==> src/design/ic3_pkg.sv <==
package ic3_pkg;

  localparam int MAX_WIDTH  = 1024;
  localparam int MAX_HEIGHT = 4096;
  localparam int COL_W      = $clog2(MAX_WIDTH);
  localparam int ROW_W      = $clog2(MAX_HEIGHT);
  localparam int WID_W      = 11;
  localparam int HGT_W      = 13;
  localparam int COEF_BITS  = 16;
  localparam int COEF_SLOT  = 16;
  localparam int TAPS       = 9;
  localparam int TAP_W      = 4;
  localparam int CHAN_MAX   = 255;
  localparam int PIX_W      = 32;
  localparam int ACC_W      = 29;
  localparam int KS_W       = 20;
  localparam int DIV_W      = 29;
  localparam int QBITS      = 8;
  localparam int SLOT_W     = 2;
  localparam int RING_AW    = SLOT_W + COL_W;
  localparam int RING_DEPTH = 3 * MAX_WIDTH;
  localparam int CFG_IDX_W  = 3;
  localparam int CFG_DW     = 48;
  localparam int KROW_W     = 3 * COEF_SLOT;

  typedef enum logic [CFG_IDX_W-1:0] {
    CFG_WIDTH  = 3'd0,
    CFG_HEIGHT = 3'd1,
    CFG_KTOP   = 3'd2,
    CFG_KMID   = 3'd3,
    CFG_KBOT   = 3'd4
  } cfg_idx_t;

  typedef struct packed {
    logic             start;
    logic             fetch;
    logic [TAP_W-1:0] tap;
    logic             div_init;
    logic             div_step;
    logic             finish;
    logic             update;
  } ic3_cmd_t;

  typedef struct packed {
    logic need_emit;
    logic need_write;
    logic out_busy;
  } ic3_sts_t;

endpackage

==> src/design/ic3_ctrl.sv <==
module ic3_ctrl (
  input  logic              clk,
  input  logic              rst_n,
  input  logic              in_tvalid,
  output logic              in_tready,
  input  ic3_pkg::ic3_sts_t sts,
  output ic3_pkg::ic3_cmd_t cmd
);
  import ic3_pkg::*;

  typedef enum logic [5:0] {
    S_IDLE  = 6'b000001,
    S_FETCH = 6'b000010,
    S_DINIT = 6'b000100,
    S_DIV   = 6'b001000,
    S_FIN   = 6'b010000,
    S_UPD   = 6'b100000
  } state_t;

  state_t           state_r, state_nxt;
  logic [TAP_W-1:0] cnt_r, cnt_nxt;
  logic             wr_pend_r, wr_pend_nxt;

  assign in_tready = (state_r == S_IDLE);

  always_comb begin
    state_nxt   = state_r;
    cnt_nxt     = cnt_r;
    wr_pend_nxt = wr_pend_r;
    cmd         = '0;
    cmd.tap     = cnt_r;
    case (state_r)
      S_IDLE: begin
        if (in_tvalid) begin
          cmd.start   = 1'b1;
          wr_pend_nxt = sts.need_write;
          cnt_nxt     = '0;
          if (sts.need_emit) state_nxt = S_FETCH;
          else if (sts.need_write) state_nxt = S_UPD;
        end
      end
      S_FETCH: begin
        // address phase of tap n overlaps the accumulate of tap n-1
        cmd.fetch = 1'b1;
        cnt_nxt   = cnt_r + 1'b1;
        if (cnt_r == TAP_W'(TAPS)) state_nxt = S_DINIT;
      end
      S_DINIT: begin
        cmd.div_init = 1'b1;
        cnt_nxt      = '0;
        state_nxt    = S_DIV;
      end
      S_DIV: begin
        cmd.div_step = 1'b1;
        cnt_nxt      = cnt_r + 1'b1;
        if (cnt_r == TAP_W'(QBITS - 1)) state_nxt = S_FIN;
      end
      S_FIN: begin
        if (!sts.out_busy) begin
          cmd.finish = 1'b1;
          state_nxt  = wr_pend_r ? S_UPD : S_IDLE;
        end
      end
      S_UPD: begin
        cmd.update = 1'b1;
        state_nxt  = S_IDLE;
      end
      default: state_nxt = S_IDLE;
    endcase
  end

  always_ff @(posedge clk) begin
    if (!rst_n) begin
      state_r   <= S_IDLE;
      cnt_r     <= '0;
      wr_pend_r <= 1'b0;
    end else begin
      state_r   <= state_nxt;
      cnt_r     <= cnt_nxt;
      wr_pend_r <= wr_pend_nxt;
    end
  end

endmodule

==> config.mk <==
export PLATFORM = sky130hd
export DESIGN_NAME = ic3_ctrl
export DESIGN_NICKNAME = d
export VERILOG_FILES = /design/src/design/ic3_pkg.sv /design/src/design/ic3_ctrl.sv
export SDC_FILE = /design/constraint.sdc
export NUM_CORES = 1
export LEC_CHECK = 0
export ABC_AREA = 1
export BUFFER_PORTS_ARGS = -buffer_cell sky130_fd_sc_hd__buf_4
export CORE_MARGIN = 4
export CORE_UTILIZATION = 51
export CTS_CLUSTER_DIAMETER = 120
export DETAILED_ROUTE_END_ITERATION = 16
export GPL_ROUTABILITY_DRIVEN = 0
export GPL_TIMING_DRIVEN = 0
export PLACE_DENSITY_LB_ADDON = 0.2
export RECOVER_POWER = 50
export SYNTH_ARGS = -nofsm -noshare
export SYNTH_HDL_FRONTEND = slang
export SYNTH_SLANG_ARGS = --single-unit
==> constraint.sdc <==
create_clock -name clk -period 1.32 [get_ports clk]
set_input_delay 0.066 -clock clk [delete_from_list [all_inputs] [get_ports clk]]
set_output_delay 0.066 -clock clk [all_outputs]
set_load 0.05 [all_outputs]
==> impl_metrics.yaml, run 1 <==
yosys:
  ys_types: 22
  async_flop_share: 0
  synth_most_common_cell: "nand2_1"
  synth_top_flop_cell: "dfxtp_1"
  synth_edf_count: 0
  synthTopCellsByCount: "20 x nand2_1, 18 x inv_1, 14 x nand3_1, 14 x nor2_1, 11 x dfxtp_1"
  synth_seq_cells: 11
  syn_inst: 115
  netlist_top_cells_area: "dfxtp_1 29%, nand2_1 9.8%, nand3_1 9.1%, inv_1 8.8%, nor2_1 6.9%"
  syn_area_um2: 767.0
  synth_warnings: 0
  synth_nets: 123
  postSynthAreaPerCell_um2: 6.669
  yosysTopAreaCell: "dfxtp_1"
  yosysTopAreaCellShare: 0.2871
  yosysSeqAreaShare: 0.2871
final_layout:
  final_area_mm2: 0.001177
  drive_above_1_share: 0.5436
  area_growth_pct: 53.51
  final_nets: 158
  diodes: 0
routing:
  viasPerCell: 5.707
  ant_nets: 0
  wl_per_cell_um: 15.62
  drt-initial-drc-count: 34
  firstDrtPassIters: 4
  drc: 0
  routed_wl_mm: 2.562
  num_vias: 936
floorplan:
  fp-row-count: 13
  start_util: 0.5614
  core-area_mm2: 0.001366
  chipHeight_um: 46.78
  io_pins: 17
  die_area_mm2: 0.002188
  die_x_um: 46.78
place:
  place_area_um2: 922.1
  portBuffers: 16
  dp_slack_ns: -0.02205
  hpwlAfterDp_mm: 1.386
job:
  maxCapViolations: 0
clock_tree:
  cts_buffers: 3
  clockBufferDepth: 2
  path_clk_slew_ns: 0.07
  htreeDepth: 1
  root_buffer: "clkbuf_4"
  clk_latency_ns: 0.27
  clkSinkCount: 11
  cts_tree: "done"
power_and_ir_drop:
  p_leak_nw: 0.5774
  peakVddDrop_v: 0.001815
  pwr_density_cell_mw_per_mm2: 2151
min_path:
  hold_depth: 2
  hold_class: "input pin to register"
sta:
  fmax_ghz: 0.6646
  max_slew_margin: 0.8152
  finClkSkew_ns: 0.0002667
  holdWs_ns: 0.02275
  setup_viol: 16
  fin_crit_sh: 1.140
  setup_ws_ns: -0.1846
  hold_viol: 0
  rsz0062_at_grt: "true"
  slew_violations: 0
  finalCriticalPeriod_ns: 1.505
  worstMarginPinSlew_ns: 0.2784
status:
  status: "finished with violations"
  violations: "setup timing"
worst_setup_path:
  crit_fanout: 6
  critical_path.max_stage_delay_ns: 0.36
  start_kind: "register"
  path_cells: "nor2_4 -> buf_6 -> nand3_4 -> nand2_2 -> nor2_1 -> nand3_1 -> nand2_1 -> nand2_1 -> nand3_1"
  worstPathRequired_ns: 1.49
  cpMaxStageDelayCell: "dfxtp_4"
  cp.arrival_ns: 1.67
  crit_path_end_kind: "register"
  crit_type: "register to register"
  reg2reg_depth: 9
global_route:
  overflow: 0
  grt_max_degree: 8
  grt.total_usage: 0.2045
  grt_pass1_vias: 737
  grt_pass1_wl_mm: 3.111
  antenna_found_initial: 0
metal layers:
layer | up-vias | routed length (µm) | GRT usage
met5 | - | 0 | 0
met4 | 0 | 122 | 0.1326
met3 | 19 | 176 | 0.04598
met2 | 57 | 1222 | 0.3252
met1 | 428 | 1040 | 0.2460
li1 | 432 | - | -
through the flow:
step           cells    util  TNS (ns)  total power (W)
6_report         164  0.8617    -1.396         0.002533
5_1_grt          164  0.8617    -2.439         0.002656
4_1_cts          157  0.7637   -0.5644         0.002094
3_5_place_dp     146  0.6749  -0.04232         0.001691
3_3_place_gp     146  0.6749  -0.02255         0.001674
2_1_floorplan    115       -   -0.1481         0.001442
path summary, 6_finish.rpt:
check | to | slack [ns] | startpoint
setup / recovery | state_r[0] | -0.18 | state_r[3]
hold / removal | state_r[0] | 0.02 | rst_n
setup reg to reg | state_r[0] | -0.18 | state_r[3]
hold reg to reg | cnt_r[1] | 0.52 | cnt_r[1]
state kept, by name, summed over array words and instances, names as in the netlist:
signal / flops
wr_pend_r: 1
state_r: 6
cnt_r: 4
report_power, final:
group / internal (W) / leakage, nW / switching, W
Combinational: 0.000702 / 0.468 / 0.00107
Clock: 0.000117 / 0.0150 / 0.000123
Sequential: 0.000412 / 0.0948 / 0.000109
Total: 0.00123 / 0.577 / 0.00130
logic make-up (layout without fill, tap and decap cells):
family                     after synthesis  in the layout  share of synthesized area
DFF                                     11             11                     0.2871
and+or+nand+nor                         67             67                     0.4666
adders and majority gates                2              2                    0.03262
AOI/OAI and AO/OA                       12             12                    0.09625
buffers and inverters                   23             57                     0.1174
area by class of cell:
type / count / area (µm²)
Buffer: 1 / 7.507
Clock buffer: 4 / 26.28
Fill cell: 70 / 188.9
Inverter: 22 / 85.08
Multi-Input combinational cell: 81 / 539.3
Sequential cell: 11 / 242.7
Tap cell: 15 / 18.77
Timing Repair Buffer: 30 / 257.7
repair_timing:
item | 4_1_cts | 5_1_grt
setup buffers | 7 | 7
setup endpoints to repair | 12 | 16
pin swaps | 7 | 10
hold buffers | 0 | 0
hold endpoints to repair | 0 | 0
gates resized for setup | 15 | 21
critical path, delay by kind of cell (launching register included):
family	cells	cell delay (ns)
flip-flops	1	0.36
buffers and inverters	1	0.15
AND/OR/NAND/NOR	8	0.89
cell usage in the layout, fill, tap and decap left out, drive strengths merged:
cell type,instances
inv,22
o31ai,1
dfxtp,11
or2,1
ha,2
nand2,24
nor2,22
a21oi,7
nand3,16
buf,29
nand4,4
o21ai,4
clkbuf,6
Note: power is estimated with default switching activity, not from simulation.
==> inputs of run 2 (changes only) <==
==> constraint.sdc (replaced) <==
create_clock -name clk -period 1.32 [get_ports clk]
set_input_delay 0.066 -clock clk [delete_from_list [all_inputs] [get_ports clk]]
set_output_delay 0.066 -clock clk [all_outputs]
set_load 0.01 [all_outputs]
==> run 2 against run 1 <==
Against the previous run:
- the run still ends with setup timing left
- critical path depth shrank 2
- cell count grew 0.61%
- hold slack lost 0.0013 ns
- combinational power shrank 12%
- total power shrank 9.2%
- count of clock-buffer cells in the layout is the same
- sequential share of layout area shrank 0.23 points
- non-clock buffer count grew 1
- critical endpoint is now cmd[9]
- highest routed layer unchanged
==> impl_metrics.yaml, run 2 (synthesis gave the netlist of run 1 again) <==
floorplan:
  core-area_mm2: 0.001366
  chipHeight_um: 46.78
  start_util: 0.5614
  io_pins: 17
  die_area_mm2: 0.002188
  fp-row-count: 13
  die_x_um: 46.78
min_path:
  hold_class: "input pin to register"
job:
  maxCapViolations: 0
final_layout:
  largestRegisters: "state_r: 6 flops, cnt_r: 4 flops, wr_pend_r: 1 flops"
  diodes: 0
  final_nets: 159
  layout_commonest_cell: "buf_4"
  drive_above_1_share: 0.5133
  fin_util: 0.8626
  final_cell_mix: "27 x buf_4, 20 x nand2_1, 16 x inv_1"
  regMostFlops: "state_r"
  area_growth_pct: 53.67
  largest_reg_flops: 6
worst_setup_path:
  crit_path_end_kind: "primary output"
  crit_path_start: "state_r[0]"
  crit_path_end: "cmd[9]"
  reg2reg_to: "state_r[1]"
  crit_fanout: 4
  reg2reg_depth: 10
  cp.arrival_ns: 1.35
  worstPathRequired_ns: 1.25
  start_kind: "register"
  crit_type: "register to primary output"
  r2r_start: "state_r[0]"
  ff2ff_setup_slack_ns: -0.06
clock_tree:
  cts_tree: "done"
  root_buffer: "clkbuf_4"
  path_clk_slew_ns: 0.08
  clkSinkCount: 11
  clk_latency_ns: 0.28
  cts_hold_buf: 0
  clockBufferDepth: 2
  cts_buffers: 3
  htreeDepth: 1
power_and_ir_drop:
  clkPwrFrac: 0.107
  p_leak_nw: 0.5782
  swShare: 0.4677
  p_int_w: 0.001224
  comb_power_share: 0.672
  peakVddDrop_v: 0.001598
  pwr_density_cell_mw_per_mm2: 1951
  p_seq_frac: 0.221
  power_w: 0.002299
  p_sw_w: 0.001075
routing:
  ant_nets: 0
  drc: 0
  num_vias: 889
  firstDrtPassIters: 4
  drt-initial-drc-count: 35
  viasPerCell: 5.388
  routed_wl_mm: 2.360
  wl_per_cell_um: 14.30
sta:
  worstMarginPinSlew_ns: 0.2473
  setup_viol: 14
  setup_ws_ns: -0.09238
  finClkSkew_ns: 0.008902
  holdWs_ns: 0.02144
  fmax_ghz: 0.7080
  finalCriticalPeriod_ns: 1.412
  slew_violations: 0
  max_slew_margin: 0.8346
  rsz0062_at_grt: "true"
  hold_viol: 0
  fin_crit_sh: 1.070
global_route:
  antenna_found_initial: 0
  overflow: 0
  grt_pass1_vias: 757
  grt_pass1_wl_mm: 3.139
  grt_max_degree: 8
  grt.total_usage: 0.2087
status:
  status: "finished with violations"
  violations: "setup timing"
place:
  portBuffers: 16
  hpwlAfterDp_mm: 1.370
  dp_slack_ns: -0.05065
==> run 2: changes by cell type in the layout (fill, tap and decap cells not counted), sizes merged <==
cell    before  now
buf         29   32
clkbuf       6    4
==> run 2: cell type report <==
| class | count | area (µm²) |
|---|---|---|
| clock buffers | 4 | 26.28 |
| fillers | 67 | 187.7 |
| repair buffers | 31 | 251.5 |
| flip-flops and latches | 11 | 240.2 |
| multi-input cells | 81 | 551.8 |
| well taps | 15 | 18.77 |
| inverters | 22 | 82.58 |
| plain buffers | 1 | 7.507 |
==> run 2: power by group through the flow <==
stage | registers, W | logic [W] | clock network (W)
after CTS | 0.000496 | 0.00120 | 0.000242
after global routing | 0.000515 | 0.00165 | 0.000273
final | 0.000509 | 0.00155 | 0.000245
after floorplan | 0.000470 | 0.000787 | 0
after detailed placement | 0.000483 | 0.00102 | 0
after global placement | 0.000481 | 0.00100 | 0
==> run 2: how the worst min path moves through the flow <==
stage          slack (ns)  depth (start not counted)  startpoint    endpoint
2_1_floorplan        0.15                          1       rst_n  state_r[0]
3_3_place_gp         0.31                          2       rst_n  state_r[0]
3_5_place_dp         0.32                          2       rst_n  state_r[0]
4_1_cts              0.02                          2       rst_n  state_r[0]
5_1_grt              0.04                          2       rst_n  state_r[0]
6_report             0.02                          2       rst_n  state_r[0]
==> run 2: critical path, cell delays in order (launching register included) <==
cell and delay, ns:
dfxtp_4 0.39, inv_2 0.05, nor2_2 0.12, inv_2 0.08
nor2_8 0.14, inv_2 0.07, nor2_4 0.12, buf_6 0.11
==> run 2: what timing repair did <==
item / in CTS / in global routing
endpoints found under the setup margin: 10 / 15
endpoints found under the hold margin: 0 / 0
buffers inserted: 9 / 6
resized for setup: 9 / 28
pin swaps: 4 / 12
==> run 2: per-stage QoR <==
stage               instance area (µm²)  std cells   TNS, ns
floorplan                         767.0        115         0
global route                       1179        165    -1.479
global placement                  905.9        146  -0.06198
detailed placement                905.9        146  -0.09513
CTS                                1025        159   -0.2216
finish                             1179        165   -0.6215
==> run 2: per-layer routing <==
| layer | share of wire | track usage | wire length [µm] | vias up |
|---|---|---|---|---|
| li1 | - | - | - | 435 |
| met1 | 0.41 | 0.2610 | 969 | 409 |
| met2 | 0.51 | 0.3306 | 1200 | 37 |
| met3 | 0.055 | 0.04215 | 130 | 8 |
| met4 | 0.026 | 0.1215 | 61 | 0 |
| met5 | 0 | 0 | 0 | - |
==> inputs of run 3 (changes only) <==
--- a/config.mk
+++ b/config.mk
@@ -5,7 +5,6 @@
 export SDC_FILE = /design/constraint.sdc
 export NUM_CORES = 1
 export LEC_CHECK = 0
-export ABC_AREA = 1
 export BUFFER_PORTS_ARGS = -buffer_cell sky130_fd_sc_hd__buf_4
 export CORE_MARGIN = 4
 export CORE_UTILIZATION = 51
==> run 3 against run 2 <==
Against the previous run:
- the run still ends with setup timing left
- sequential power shrank 25%
- critical path depth shrank 2
- die area shrank 3.7%
- final area grew 0.85%
- maximum frequency shrank 4.5%
- clock skew shrank 0.0073 ns
- total power shrank 56%
- critical path type is now register to register
- critical endpoint is now state_r[0]
- largest cell class unchanged
==> impl_metrics.yaml, run 3 <==
yosys:
  synth_warnings: 0
  synth_most_common_cell: "dfxtp_1"
  synth_nets: 93
  synth_top_flop_cell: "dfxtp_1"
  syn_area_um2: 733.2
  netlist_top_cells_area: "dfxtp_1 30%, nand3_1 5.5%, buf_6 4.6%, nor3_4 4.4%, inv_1 4.1%"
  ys_types: 33
  yosysTopAreaCellShare: 0.3003
  yosysSeqAreaShare: 0.3003
  syn_inst: 85
  synth_edf_count: 0
  postSynthAreaPerCell_um2: 8.626
  synth_seq_cells: 11
  async_flop_share: 0
  synthTopCellsByCount: "11 x dfxtp_1, 8 x inv_1, 8 x nand3_1"
  yosysTopAreaCell: "dfxtp_1"
clock_tree:
  htreeDepth: 1
  cts_hold_buf: 0
  clockBufferDepth: 2
  clkSinkCount: 11
  cts_tree: "done"
  root_buffer: "clkbuf_4"
  cts_buffers: 3
  clk_latency_ns: 0.27
  path_clk_slew_ns: 0.08
worst_setup_path:
  crit_path_end_kind: "register"
  crit_type: "register to register"
  worstPathRequired_ns: 1.47
  reg2reg_depth: 5
  start_kind: "register"
  r2r_start: "state_r[2]"
  ff2ff_setup_slack_ns: -0.16
  cp.arrival_ns: 1.63
  critical_path.max_stage_delay_ns: 0.39
  cpMaxStageDelayCell: "dfxtp_4"
  reg2reg_to: "state_r[0]"
  crit_fanout: 7
  cpMostUsedCell: "nand4_1"
  path_cells: "nor3_4 -> buf_4 -> nand4_1 -> nand4_1 -> o211ai_1"
routing:
  routed_wl_mm: 2.567
  viasPerCell: 6.190
  drt-initial-drc-count: 51
  wl_per_cell_um: 18.74
  ant_nets: 0
  drc: 0
  num_vias: 848
  firstDrtPassIters: 4
place:
  portBuffers: 16
  place_inst: 116
  hpwlAfterDp_mm: 1.296
floorplan:
  die_x_um: 45.92
  start_util: 0.5497
  core-area_mm2: 0.001334
  io_pins: 17
  die_area_mm2: 0.002108
  fp-row-count: 13
  chipHeight_um: 45.92
sta:
  rsz0062_at_grt: "true"
  fmax_ghz: 0.6763
  fin_crit_sh: 1.120
  setup_ws_ns: -0.1586
  worstMarginPinSlew_ns: 0.3239
  slew_violations: 0
  hold_viol: 0
  finalCriticalPeriod_ns: 1.479
  setup_tns_ns: -1.165
  setup_viol: 15
  holdWs_ns: 0.04915
  finClkSkew_ns: 0.001558
  max_slew_margin: 0.7833
final_layout:
  diodes: 0
  fillers: 67
  final_nets: 131
  largest_reg_flops: 6
  drive_above_1_share: 0.5574
  final_cell_mix: "27 x buf_4, 8 x buf_6, 6 x inv_1, 6 x nand3_1, 6 x dfxtp_4"
  regMostFlops: "state_r"
  area_growth_pct: 62.12
  layout_commonest_cell: "buf_4"
  largestRegisters: "state_r: 6 flops, cnt_r: 4 flops, wr_pend_r: 1 flops"
  fin_util: 0.8912
  fin_cells: 137
min_path:
  hold_depth: 2
  min_to: "state_r[0]"
  hold_class: "input pin to register"
  min_from: "rst_n"
status:
  status: "finished with violations"
  violations: "setup timing"
global_route:
  grt_pass1_vias: 726
  grt_pass1_wl_mm: 3.463
  grt_max_degree: 9
  grt.total_usage: 0.2288
  overflow: 0
  antenna_found_initial: 0
power_and_ir_drop:
  pwr_density_cell_mw_per_mm2: 849.2
  peakVddDrop_v: 0.0005556
  p_leak_nw: 0.5037
job:
  maxCapViolations: 0
## run 3: cell types whose count changed in the layout (fill, tap and decap cells not counted), moves of 3 or more
cell,previous run,this run
nor2_2,5,0
nand3_4,3,0
o211ai_1,0,3
inv_2,6,2
nor2_1,11,4
nand3_2,5,2
buf_6,5,8
nand3b_1,0,4
inv_1,16,6
nor2_4,5,1
nand2_1,20,4
## run 3: power by group
group	leakage, nW	switching, W	internal (W)
Sequential	0.0943	0.0000376	0.000343
Clock	0.0150	0.000121	0.000117
Combinational	0.394	0.000191	0.000200
Total	0.504	0.000350	0.000660
## run 3: final cells by class
class | count | area (µm²) | area share
flip-flops and latches | 11 | 245.2 | 0.2063
clock buffers | 4 | 26.28 | 0.02211
repair buffers | 38 | 336.6 | 0.2832
well taps | 15 | 18.77 | 0.01579
inverters | 8 | 30.03 | 0.02526
multi-input cells | 61 | 531.8 | 0.4474
## run 3: kinds of logic after synthesis
| logic type | Yosys count | synth area share |
|---|---|---|
| compound gates | 18 | 0.1724 |
| xor+xnor | 2 | 0.03414 |
| fa+ha+maj | 2 | 0.03412 |
| buf+inv | 13 | 0.1075 |
| flops | 11 | 0.3003 |
| mux | 1 | 0.01365 |
| simple gates | 38 | 0.3379 |
## run 3: worst max path at each step
stage,from,end,slack (ns),cells past startpoint
global route,state_r[2],cmd[1],-0.20,4
CTS,state_r[0],cmd[3],-0.11,5
finish,state_r[2],state_r[0],-0.16,5
global placement,state_r[0],state_r[0],-0.16,4
detailed placement,state_r[0],state_r[0],-0.16,4
floorplan,cnt_r[1],state_r[0],0.03,5
## run 3: layer usage
| metal | up-vias | part of all wire | global-route usage |
|---|---|---|---|
| li1 | 383 | - | - |
| met1 | 402 | 0.41 | 0.2915 |
| met2 | 57 | 0.50 | 0.3901 |
| met3 | 6 | 0.079 | 0.03162 |
| met4 | 0 | 0.011 | 0.07386 |
| met5 | - | 0 | 0 |
## run 3: what timing repair did
action / in CTS / in global routing
cloned: 0 / 0
resized for setup: 26 / 17
pin swaps: 8 / 17
setup endpoints to repair: 13 / 18
endpoints found under the hold margin: 0 / 0
buffers inserted: 14 / 8
## run 3: per-stage QoR
stage                     total power (W)  worst slack (ns)  area (µm²)
after floorplan                 0.0005388           0.02506       734.5
after global placement          0.0006107           -0.1561       873.3
after detailed placement        0.0006150           -0.1642       873.3
after CTS                       0.0009431           -0.1101        1092
after global routing             0.001053           -0.2031        1189
final                            0.001009           -0.1586        1189
## run 3: critical path: cells and delay by family (launching register included)
kind	cells	cell delay, ns
buffers and inverters	1	0.18
AO/OA/AOI/OAI	1	0.10
AND/OR/NAND/NOR	3	0.70
flip-flops	1	0.39
